**config.mk**
```make
export PLATFORM = sky130hd
export DESIGN_NAME = alpha_blend_fnv_checksum
export DESIGN_NICKNAME = d
export VERILOG_FILES = /design/src/hw/rtl/abfc_pkg.sv /design/src/hw/rtl/alpha_blend_fnv_checksum.sv /design/src/hw/rtl/abfc_lane.sv /design/src/hw/rtl/abfc_hash.sv
export SDC_FILE = /design/constraint.sdc
export NUM_CORES = 2
export LEC_CHECK = 0
export BUFFER_PORTS_ARGS = -buffer_cell sky130_fd_sc_hd__buf_2
export CORE_MARGIN = 2
export CORE_UTILIZATION = 51
export CTS_BUF_LIST = sky130_fd_sc_hd__clkbuf_8
export DETAILED_ROUTE_END_ITERATION = 10
export PLACE_DENSITY_LB_ADDON = 0.2
export SYNTH_ARGS = -nofsm -noshare
export SYNTH_HDL_FRONTEND = slang
export SYNTH_SLANG_ARGS = --single-unit
```
**constraint.sdc**
```tcl
create_clock -name clock -period 13.55 [get_ports clock]
set_input_delay 0.6775 -clock clock [delete_from_list [all_inputs] [get_ports clock]]
set_output_delay 0.6775 -clock clock [all_outputs]
set_load 0.05 [all_outputs]
```
**src/hw/rtl/abfc_pkg.sv**
```systemverilog
// ----------------------------------------------------------------------------
// abfc_pkg
// Shared types and constants for the alpha blend / FNV-1a checksum block.
// ----------------------------------------------------------------------------
package abfc_pkg;

   // field widths
   localparam int unsigned CHAN_W     = 8;
   localparam int unsigned HASH_W     = 64;
   localparam int unsigned PROD_W     = 2 * CHAN_W;
   localparam int unsigned NUM_LANES  = 3;
   localparam int unsigned REQ_DATA_W = 7 * CHAN_W;
   localparam int unsigned RSP_DATA_W = NUM_LANES * CHAN_W + HASH_W;

   // blend constants
   localparam logic [CHAN_W-1:0] ALPHA_MAX   = 8'd255;
   localparam logic [PROD_W:0]   BLEND_ROUND = 17'd127;

   // hash start value; differs from the standard fnv-1a 64 offset basis
   localparam logic [HASH_W-1:0] FNV_OFFSET_BASIS = 64'd1469598103934665603;

   // byte order folded into the hash
   localparam logic [1:0] SEL_RED   = 2'd0;
   localparam logic [1:0] SEL_GREEN = 2'd1;
   localparam logic [1:0] SEL_BLUE  = 2'd2;
   localparam logic [1:0] SEL_ALPHA = 2'd3;

   // sequencer states
   typedef enum logic [1:0] {
      ST_IDLE,
      ST_DIV,
      ST_FOLD,
      ST_DONE
   } abfc_state_type;

   // control from the sequencer to the hash unit
   typedef struct packed {
      logic fold;
      logic clear;
   } abfc_hash_ctrl_type;

endpackage

```
**src/hw/rtl/alpha_blend_fnv_checksum.sv**
```systemverilog
// ----------------------------------------------------------------------------
// alpha_blend_fnv_checksum
// Alpha blend of RGBA over RGB with a running FNV-1a 64 image checksum.
// ----------------------------------------------------------------------------
// The block takes one pixel pair per word and returns one blended pixel with
// the checksum so far. Three channel lanes blend red, green and blue side by
// side (multiply, then round and divide by 255), and the hash unit then folds
// the bytes R, G, B and 255 into the running FNV-1a 64 value, one byte per
// cycle. A new word is accepted only once the previous one is through its
// steps: the products, the divide, four byte folds and the load of the result
// register, which waits while the previous result is still unread. Each
// pixel's hash starts from the previous pixel's. The result may wait in its
// register while the next word is already being worked on. After the word
// marked last the checksum returns to the offset basis.
// ----------------------------------------------------------------------------
module alpha_blend_fnv_checksum (
   input  logic                                clock,
   input  logic                                reset,
   // src_red, src_green, src_blue, src_alpha, dst_red, dst_green, dst_blue
   input  logic [abfc_pkg::REQ_DATA_W-1:0]     req_tdata,
   input  logic                                req_tlast,   // last_pixel
   input  logic                                req_tvalid,
   output logic                                req_tready,
   // out_red, out_green, out_blue, running_hash
   output logic [abfc_pkg::RSP_DATA_W-1:0]     rsp_tdata,
   output logic                                rsp_tlast,   // image_done
   output logic                                rsp_tvalid,
   input  logic                                rsp_tready
);

   localparam int unsigned CW = abfc_pkg::CHAN_W;

   abfc_pkg::abfc_state_type     state_ff, state_in;
   logic [1:0]                   sel_ff, sel_in;
   logic                         last_ff;
   logic                         rsp_tvalid_ff, rsp_tvalid_in;
   logic [abfc_pkg::RSP_DATA_W-1:0] rsp_tdata_ff;
   logic                         rsp_tlast_ff;

   logic                         req_accept;
   logic                         out_free;
   logic                         out_load;
   logic                         lane_load;
   logic                         lane_calc;
   abfc_pkg::abfc_hash_ctrl_type hash_ctrl;
   logic [CW-1:0]                fold_byte;
   logic [abfc_pkg::HASH_W-1:0]  hash;
   logic [CW-1:0]                src_chan [abfc_pkg::NUM_LANES];
   logic [CW-1:0]                dst_chan [abfc_pkg::NUM_LANES];
   logic [CW-1:0]                blend    [abfc_pkg::NUM_LANES];

   // unpack the input word
   assign src_chan[0] = req_tdata[0*CW +: CW];
   assign src_chan[1] = req_tdata[1*CW +: CW];
   assign src_chan[2] = req_tdata[2*CW +: CW];
   assign dst_chan[0] = req_tdata[4*CW +: CW];
   assign dst_chan[1] = req_tdata[5*CW +: CW];
   assign dst_chan[2] = req_tdata[6*CW +: CW];

   assign req_accept = req_tvalid && req_tready;
   assign out_free   = !rsp_tvalid_ff || rsp_tready;

   // channel lanes
   for (genvar i = 0; i < abfc_pkg::NUM_LANES; i++) begin : g_lane
      abfc_lane u_lane (
         .clock (clock),
         .load  (lane_load),
         .calc  (lane_calc),
         .src   (src_chan[i]),
         .dst   (dst_chan[i]),
         .alpha (req_tdata[3*CW +: CW]),
         .blend (blend[i])
      );
   end

   // byte fed to the hash unit
   always_comb begin
      case (sel_ff)
         abfc_pkg::SEL_RED:   fold_byte = blend[0];
         abfc_pkg::SEL_GREEN: fold_byte = blend[1];
         abfc_pkg::SEL_BLUE:  fold_byte = blend[2];
         abfc_pkg::SEL_ALPHA: fold_byte = abfc_pkg::ALPHA_MAX;
         default:             fold_byte = abfc_pkg::ALPHA_MAX;
      endcase
   end

   // merging stage: running checksum
   abfc_hash u_hash (
      .clock   (clock),
      .reset   (reset),
      .ctrl    (hash_ctrl),
      .byte_in (fold_byte),
      .hash    (hash)
   );

   // next state
   always_comb begin
      state_in = state_ff;
      sel_in   = sel_ff;
      case (state_ff)
         abfc_pkg::ST_IDLE: begin
            if (req_accept) begin
               state_in = abfc_pkg::ST_DIV;
            end
         end
         abfc_pkg::ST_DIV: begin
            state_in = abfc_pkg::ST_FOLD;
            sel_in   = abfc_pkg::SEL_RED;
         end
         abfc_pkg::ST_FOLD: begin
            sel_in = sel_ff + 2'd1;
            if (sel_ff == abfc_pkg::SEL_ALPHA) begin
               state_in = abfc_pkg::ST_DONE;
            end
         end
         abfc_pkg::ST_DONE: begin
            if (out_free) begin
               state_in = abfc_pkg::ST_IDLE;
            end
         end
         default: begin
            state_in = abfc_pkg::ST_IDLE;
         end
      endcase
   end

   // sequencer outputs
   always_comb begin
      req_tready      = 1'b0;
      lane_load       = 1'b0;
      lane_calc       = 1'b0;
      out_load        = 1'b0;
      hash_ctrl.fold  = 1'b0;
      hash_ctrl.clear = 1'b0;
      case (state_ff)
         abfc_pkg::ST_IDLE: begin
            req_tready = 1'b1;
            lane_load  = req_tvalid;
         end
         abfc_pkg::ST_DIV: begin
            lane_calc = 1'b1;
         end
         abfc_pkg::ST_FOLD: begin
            hash_ctrl.fold = 1'b1;
         end
         abfc_pkg::ST_DONE: begin
            out_load        = out_free;
            hash_ctrl.clear = out_free && last_ff;
         end
         default: begin
            req_tready = 1'b0;
         end
      endcase
   end

   always_ff @(posedge clock) begin
      if (reset) begin
         state_ff <= abfc_pkg::ST_IDLE;
         sel_ff   <= abfc_pkg::SEL_RED;
      end else begin
         state_ff <= state_in;
         sel_ff   <= sel_in;
      end
   end

   // last marker of the word in flight
   always_ff @(posedge clock) begin
      if (req_accept) begin
         last_ff <= req_tlast;
      end
   end

   // result register
   always_comb begin
      rsp_tvalid_in = rsp_tvalid_ff;
      if (out_load) begin
         rsp_tvalid_in = 1'b1;
      end else if (rsp_tready) begin
         rsp_tvalid_in = 1'b0;
      end
   end

   always_ff @(posedge clock) begin
      if (reset) begin
         rsp_tvalid_ff <= 1'b0;
      end else begin
         rsp_tvalid_ff <= rsp_tvalid_in;
      end
   end

   always_ff @(posedge clock) begin
      if (out_load) begin
         rsp_tdata_ff <= {hash, blend[2], blend[1], blend[0]};
         rsp_tlast_ff <= last_ff;
      end
   end

   assign rsp_tvalid = rsp_tvalid_ff;
   assign rsp_tdata  = rsp_tdata_ff;
   assign rsp_tlast  = rsp_tlast_ff;

endmodule

```
**src/hw/rtl/abfc_lane.sv**
```systemverilog
// ----------------------------------------------------------------------------
// abfc_lane
// One color channel blend: (s*a + d*(255-a) + 127) / 255, two stages.
// ----------------------------------------------------------------------------
module abfc_lane (
   input  logic                        clock,
   input  logic                        load,
   input  logic                        calc,
   input  logic [abfc_pkg::CHAN_W-1:0] src,
   input  logic [abfc_pkg::CHAN_W-1:0] dst,
   input  logic [abfc_pkg::CHAN_W-1:0] alpha,
   output logic [abfc_pkg::CHAN_W-1:0] blend
);

   logic [abfc_pkg::PROD_W-1:0] prod_s_ff, prod_s_in;
   logic [abfc_pkg::PROD_W-1:0] prod_d_ff, prod_d_in;
   logic [abfc_pkg::CHAN_W-1:0] blend_ff, blend_in;
   logic [abfc_pkg::CHAN_W-1:0] inv_alpha;
   logic [abfc_pkg::PROD_W:0]   sum;
   logic [abfc_pkg::PROD_W:0]   quot_wide;

   // stage 1: the two weighted products
   always_comb begin
      inv_alpha = abfc_pkg::ALPHA_MAX - alpha;
      prod_s_in = {{abfc_pkg::CHAN_W{1'b0}}, src} * {{abfc_pkg::CHAN_W{1'b0}}, alpha};
      prod_d_in = {{abfc_pkg::CHAN_W{1'b0}}, dst} * {{abfc_pkg::CHAN_W{1'b0}}, inv_alpha};
   end

   always_ff @(posedge clock) begin
      if (load) begin
         prod_s_ff <= prod_s_in;
         prod_d_ff <= prod_d_in;
      end
   end

   // stage 2: rounded sum, divide by 255 as (x + (x >> 8) + 1) >> 8
   always_comb begin
      sum       = {1'b0, prod_s_ff} + {1'b0, prod_d_ff} + abfc_pkg::BLEND_ROUND;
      quot_wide = sum + (sum >> abfc_pkg::CHAN_W) + 17'd1;
      blend_in  = quot_wide[abfc_pkg::CHAN_W +: abfc_pkg::CHAN_W];
   end

   always_ff @(posedge clock) begin
      if (calc) begin
         blend_ff <= blend_in;
      end
   end

   assign blend = blend_ff;

endmodule

```
**src/hw/rtl/abfc_hash.sv**
```systemverilog
// ----------------------------------------------------------------------------
// abfc_hash
// Running FNV-1a 64 accumulator, one byte folded per cycle while fold is set.
// ----------------------------------------------------------------------------
module abfc_hash (
   input  logic                             clock,
   input  logic                             reset,
   input  abfc_pkg::abfc_hash_ctrl_type     ctrl,
   input  logic [abfc_pkg::CHAN_W-1:0]      byte_in,
   output logic [abfc_pkg::HASH_W-1:0]      hash
);

   logic [abfc_pkg::HASH_W-1:0] hash_ff, hash_in;
   logic [abfc_pkg::HASH_W-1:0] mixed;
   logic [abfc_pkg::HASH_W-1:0] folded;

   // xor in the byte, then multiply by 2^40 + 0x1b3 as shifts and adds
   always_comb begin
      mixed  = hash_ff ^ {{(abfc_pkg::HASH_W - abfc_pkg::CHAN_W){1'b0}}, byte_in};
      folded = (mixed << 40) + (mixed << 8) + (mixed << 7) + (mixed << 5)
             + (mixed << 4) + (mixed << 1) + mixed;
   end

   // next accumulator value
   always_comb begin
      hash_in = hash_ff;
      if (ctrl.clear) begin
         hash_in = abfc_pkg::FNV_OFFSET_BASIS;
      end else if (ctrl.fold) begin
         hash_in = folded;
      end
   end

   always_ff @(posedge clock) begin
      if (reset) begin
         hash_ff <= abfc_pkg::FNV_OFFSET_BASIS;
      end else begin
         hash_ff <= hash_in;
      end
   end

   assign hash = hash_ff;

endmodule

```
### Yosys cells after proc, flatten, opt, wreduce, memory -nomap -nowiden

Index checks and enable logic that the tools add are counted.

* output and inout port bits: 91
* ROM bits: 0
* latch bits: 0
* memories: 0
* register bits: 279
* bits of input ports: 61
* memory bits (writable): 0
* logic and storage cells: 76

* $add $sub $neg: 20
* magnitude comparators: 0
* shift operators: 0
* div/mod/pow operators: 0
* multiply operators: 6
* reduce and logical (&&, ||, !) cells: 10
* bitwise logic cells: 1
* mux-type cells: 14
* eq/ne operators: 9

Operators with widths (count)
* adder 64 bit: 6
* multiplier 8 x 8 -> 16 bit: 6
* bitwise XOR 64 x 8 -> 64 bit: 1
* adder 16 x 16 -> 17 bit: 3
* adder 17 x 7 -> 17 bit (second input constant): 3
* adder 16 x 1 -> 16 bit (second input constant): 3
* adder 16 x 9 -> 16 bit: 3
* case mux 8 bit (4 select lines): 1
* equality test 2 bit (second input constant): 4
* 2-to-1 mux 1 bit: 8
* case mux 2 bit (4 select lines): 1
* subtractor 8 bit (first input constant): 1
* 2-to-1 mux 2 bit: 3
* inequality test 2 bit (second input constant): 3
* equality test 2 x 1 -> 1 bit (second input constant): 2
* logical NOT 2 bit: 2
* case mux 2 bit (2 select lines): 1
* nonzero test 2 bit: 2
* AND reduction 3 bit: 1
* adder 2 x 1 -> 2 bit (second input constant): 1
* logical AND 1 bit: 2
* OR reduction 2 bit: 1
* logical NOT 1 bit: 1
* logical OR 1 bit: 1

### Logic depth before layout (Yosys ltp)

* depth after elaboration: 9
* depth in mapped cells: 27
* mapped depth without buffers: 26

### Hierarchy

From an unflattened synthesis, not the netlist that was laid out.

* cells, all modules: 3649
* area total of the unflattened synthesis: 36256.0 sq um

Modules (own cells, without submodules)
* abfc_hash: area each 12743.5 sq um, sequential area each 1281.2 sq um, instances 1, cells an instance 1396
* abfc_lane at g_lane[1].u_lane: area each 6851.6 sq um, sequential area each 1201.2 sq um, instances 1, cells an instance 715
* abfc_lane at g_lane[2].u_lane: area each 6711.4 sq um, sequential area each 1201.2 sq um, instances 1, cells an instance 693
* abfc_lane at g_lane[0].u_lane: area each 6695.2 sq um, sequential area each 1201.2 sq um, instances 1, cells an instance 697
* alpha_blend_fnv_checksum: area each 3254.4 sq um, sequential area each 2802.7 sq um, instances 1, cells an instance 148

### Least setup slack after synthesis

Ideal clock, no wire load.

* kind: input -> register
* from: in rsp_tready
* to: reg u_hash.hash_ff, in the netlist u_hash.hash[59]
* setup slack: 7.322 ns
* path buffers: 0
* setup time: 0.127 ns
* required time: 13.423 ns
* cell stages on the path: 6
* arrival: 6.101 ns
* cell sequence: nor2b_1 -> nor2b_1 -> a21oi_1 -> nand2_1 -> o31ai_1 -> or3_1

* word-level cells in the longest chain between the ends: 4

Ends and longest elaborated chain
* from (decl): line alpha_blend_fnv_checksum.sv:28 `input logic rsp_tready`
* logical OR 1 bit: line alpha_blend_fnv_checksum.sv:61 `assign out_free = !rsp_tvalid_ff || rsp_tready;`
* logical AND 1 bit: line alpha_blend_fnv_checksum.sv:148 `hash_ctrl.clear = out_free && last_ff;`
* 2-to-1 mux 1 bit: line alpha_blend_fnv_checksum.sv:135 `case (state_ff)`
* OR reduction 2 bit (no line)
* to (signal assigned): line abfc_hash.sv:36 `hash_ff <= abfc_pkg::FNV_OFFSET_BASIS;`
* to (signal assigned): line abfc_hash.sv:38 `hash_ff <= hash_in;`
* to (decl): line abfc_hash.sv:13 `logic [abfc_pkg::HASH_W-1:0] hash_ff, hash_in;`

Every way passes these cells.
A chain may end at the register's enable or synchronous reset.

### Worst setup path after layout

* from: reg sel_ff[1]
* to: reg u_hash.hash_ff, in the netlist u_hash.hash[62]

* word-level cells in the longest chain between the ends: 9
* elaborated cells on any way between the ends: 12
* classes of those cells: add/sub: 6; eq/ne: 3; mux: 1; bitwise: 1; reduce/logical: 1

Ends and longest elaborated chain
* from (decl): line alpha_blend_fnv_checksum.sv:34 `logic [1:0] sel_ff, sel_in;`
* from (signal assigned): line alpha_blend_fnv_checksum.sv:159 `sel_ff <= abfc_pkg::SEL_RED;`
* from (signal assigned): line alpha_blend_fnv_checksum.sv:162 `sel_ff <= sel_in;`
* equality test 2 bit, or another cell as far along: line alpha_blend_fnv_checksum.sv:78 `case (sel_ff)`
* case mux 8 bit (4 select lines) (*): line alpha_blend_fnv_checksum.sv:78
* bitwise XOR 64 x 8 -> 64 bit (*): line abfc_hash.sv:19 `mixed = hash_ff ^ {{(abfc_pkg::HASH_W - abfc_pkg::CHAN_W){1'b0}}, byte_in};`
* adder 64 bit (3 in series): line abfc_hash.sv:20 `folded = (mixed << 40) + (mixed << 8) + (mixed << 7) + (mixed << 5)`
* adder 64 bit (2 in series): line abfc_hash.sv:21 `+ (mixed << 4) + (mixed << 1) + mixed;`
* adder 64 bit (*): line abfc_hash.sv:21

Every way passes the cells marked *; elsewhere a longest branch is shown, timed or not.

==> metrics <==
Avg WL per Cell=between 15 and 20 um; DR iter-0 viols=roughly 1200; Area contributors post-synth=fa_1 (26%), edfxtp_1 (18%), ha_1 (16%); CTS tree=yes; CTS Buffer Depth=3; DRC=0; grt ovf=0; cell area after synthesis=between 30000 and 40000 um2; Req. time, crit path=around 14000 ps; total CTS buffers=between 50 and 60; die area=about 71000 um2; Nets=4671; Yosys top cell by area=fa_1; CTS sink cnt=between 200 and 300; Post-synth EDFFs=210; register area=between 7000 and 8000 um2; Final Slew Violations=0; RePlAce Congestion=around 0.94; #FFs+latches synth=between 200 and 300; Inst Count DP=around 4500; Peak Freq=152.2 MHz; port bufs=about 150; Cells after Synth=approximately 3600; DRT Pass-1 Iters=5; fin crit share=around half; Crit. End Element=register; startpoint types=register; worst endpoint data arrival time=around 7100 ps; Worst-Margin Slew=about 1100 ps; syn avg cell area=9.859 um2; crit-path leading delay family=adder cells; CP Cell Sequence=inv_1 -> ha_1 -> a221o_1 -> mux2i_1 -> xor2_1 -> inv_1 -> fa_1 -> fa_1 -> inv_1 -> fa_1 -> inv_1 -> ha_1 -> ha_1 -> and3_1 -> a31o_1 -> o21ai_1 -> a31oi_1 -> o21ai_1 -> or4b_1 -> nand2_1 -> o32ai_1 -> mux2i_1 -> a311o_1; Vias per Instance=approximately 5.2; site row count=96; initial antenna violation count=2; Slowest-stage cell, CP=fa_1; setup TNS=0 ps; io pins=152; Max FO, Critical Path=8; share of post-route cells with drive strength above 1=under 10%; PostCTS Resize Cnt=0; htree depth=2; Slew HR=26.19%; Crit path largest cell delay=~560 ps; total wire length=just under 80000 um; post-route ant nets=0; Clock Skew=27.47 ps; min Tclk post-route=around 6600 ps; Clock Latency Late Sink=~660 ps; Die Wd=266.7 um; asr flop ratio synth=0%; RSZ-0062 raised after global routing=false; Initial Util=a little over 50%; Buf/Inv on CP=4; hold bufs inserted after CTS=0; worst hold path type=input port to register; setup repair bufs after CTS=0; Vias=about 24000; status=complete, no violations; Fillers=~6200; Max-Cap Viols=0; first-pass GRT wire length=about 130000 um; type of the worst setup path=register to register; DPL Wire Length=62760 um; number of global-route vias before repair=between 20000 and 25000; cell repeated most along the worst path=inv_1; Setup violations, final=0; total track usage=roughly a quarter; Synth cell types=76; Multi-input gate area=around 24000 um2; Final Hold Vio Count=0; Root Driver=clkbuf_8; core area=68470 um2; die height=266.7 um; syn nets=approximately 4500; Core Util, Final=a little under three fifths; Area Growth Syn to Fin=8.020%; post-synthesis sequential area ratio=a little over a fifth; Yosys top cell area share=between 20% and 30%; Non-Filler Instances=about 4600; Synthesis Warnings=0; maximum number of pins on one net before global-route repair=70; Worst-path clk slew=roughly 60 ps; ys flop type=edfxtp_1
cells by family after synthesis:
logic type,share of synthesized area [%]
AO/OA/AOI/OAI,8.841
adder cells (fa/ha/maj),42.05
multiplexers,0.9741
XOR/XNOR,5.350
AND/OR/NAND/NOR,11.99
buffers and inverters,8.951
flip-flops,21.84
worst paths after layout:
path | start | endpoint | slack (ps) | cells past startpoint
setup / recovery | sel_ff[1] | u_hash.hash[62] | 6980 | 23
hold / removal | req_tlast | last_ff | 220 | 1
setup reg to reg | sel_ff[1] | u_hash.hash[62] | 6980 | 23
hold reg to reg | g_lane[1].u_lane.blend[7] | rsp_tdata[15] | 470 | 0
layout make-up:
type,instances,share of cell area (%)
flip-flops and latches,279,20.22
diodes,1,0.006582
multi-input cells,2454,64.11
clock buffers,63,2.281
inverters,748,7.385
repair buffers,166,2.284
well taps,882,2.903
clock inverters,40,0.8096
synth_stat cells, types with 7 or more instances:
master,n
nand4_1,22
o41ai_1,11
nor3_1,33
buf_1,9
fa_1,459
nand2_1,202
and3_1,8
inv_1,745
and2_1,118
a21o_1,49
o21ai_0,40
ha_1,447
o21ai_1,53
a221o_1,9
o21bai_1,28
a31oi_1,13
mux2i_1,32
a21oi_1,154
xnor2_1,152
nor2b_1,135
clkbuf_1,73
xor2_1,63
nand3_1,41
nor2_1,151
a41oi_1,7
o211ai_1,11
o21a_1,25
a211oi_1,12
edfxtp_1,210
dfxtp_1,69
nand2b_1,87
layout by cell type, fill, tap and decap left out, drive strengths merged, types with 6 or more instances in the layout:
cell and count:
o21ai 93, xor2 63, clkinv 19, and3 9
buf 166, a41oi 7, fa 459, edfxtp 210
a21oi 154, a21o 49, a31oi 15, ha 447
o31ai 7, a41o 6, xnor2 152, o211ai 11
clkinvlp 7, a211oi 13, and2 119, nand3 42
nor2 151, a221o 9, mux2i 32, nand4 22
clkbuf 63, nand2b 87, dfxtp 69, nor2b 135
nor3 33, nand2 202, o21bai 28, inv 758
o41ai 11, o21a 26, or3 6
metal layers:
layer / up-vias / GRT usage [%] / share of wire (%)
met2: 399 / 40.74 / 49
met1: 11840 / 30.59 / 44
met4: 0 / 5.800 / 2.5
met3: 101 / 2.934 / 4.1
li1: 11770 / - / -
met5: - / 0 / 0
per-stage QoR:
stage | hold WS [ps] | setup WS (ps) | cell area (um2)
6_report | 215.5 | 6981 | 38020
3_3_place_gp | 444.4 | 7082 | 36840
5_1_grt | 179.3 | 6684 | 38020
3_5_place_dp | 442.6 | 6997 | 36840
4_1_cts | 163.3 | 7003 | 38020
2_1_floorplan | 426.1 | 7322 | 35200
flip-flops by register name, indices dropped and copies added (netlist names):
register	count
rsp_tdata	88
g_lane.u_lane.prod_s_ff	48
g_lane.u_lane.blend	24
g_lane.u_lane.prod_d_ff	48
last_ff	1
rsp_tlast	1
sel_ff	2
u_hash.hash	64
state_ff	2
rsp_tvalid	1
Power is not shown: default switching activity piles up to over one toggle a cycle in this logic, so the estimate is an artifact.
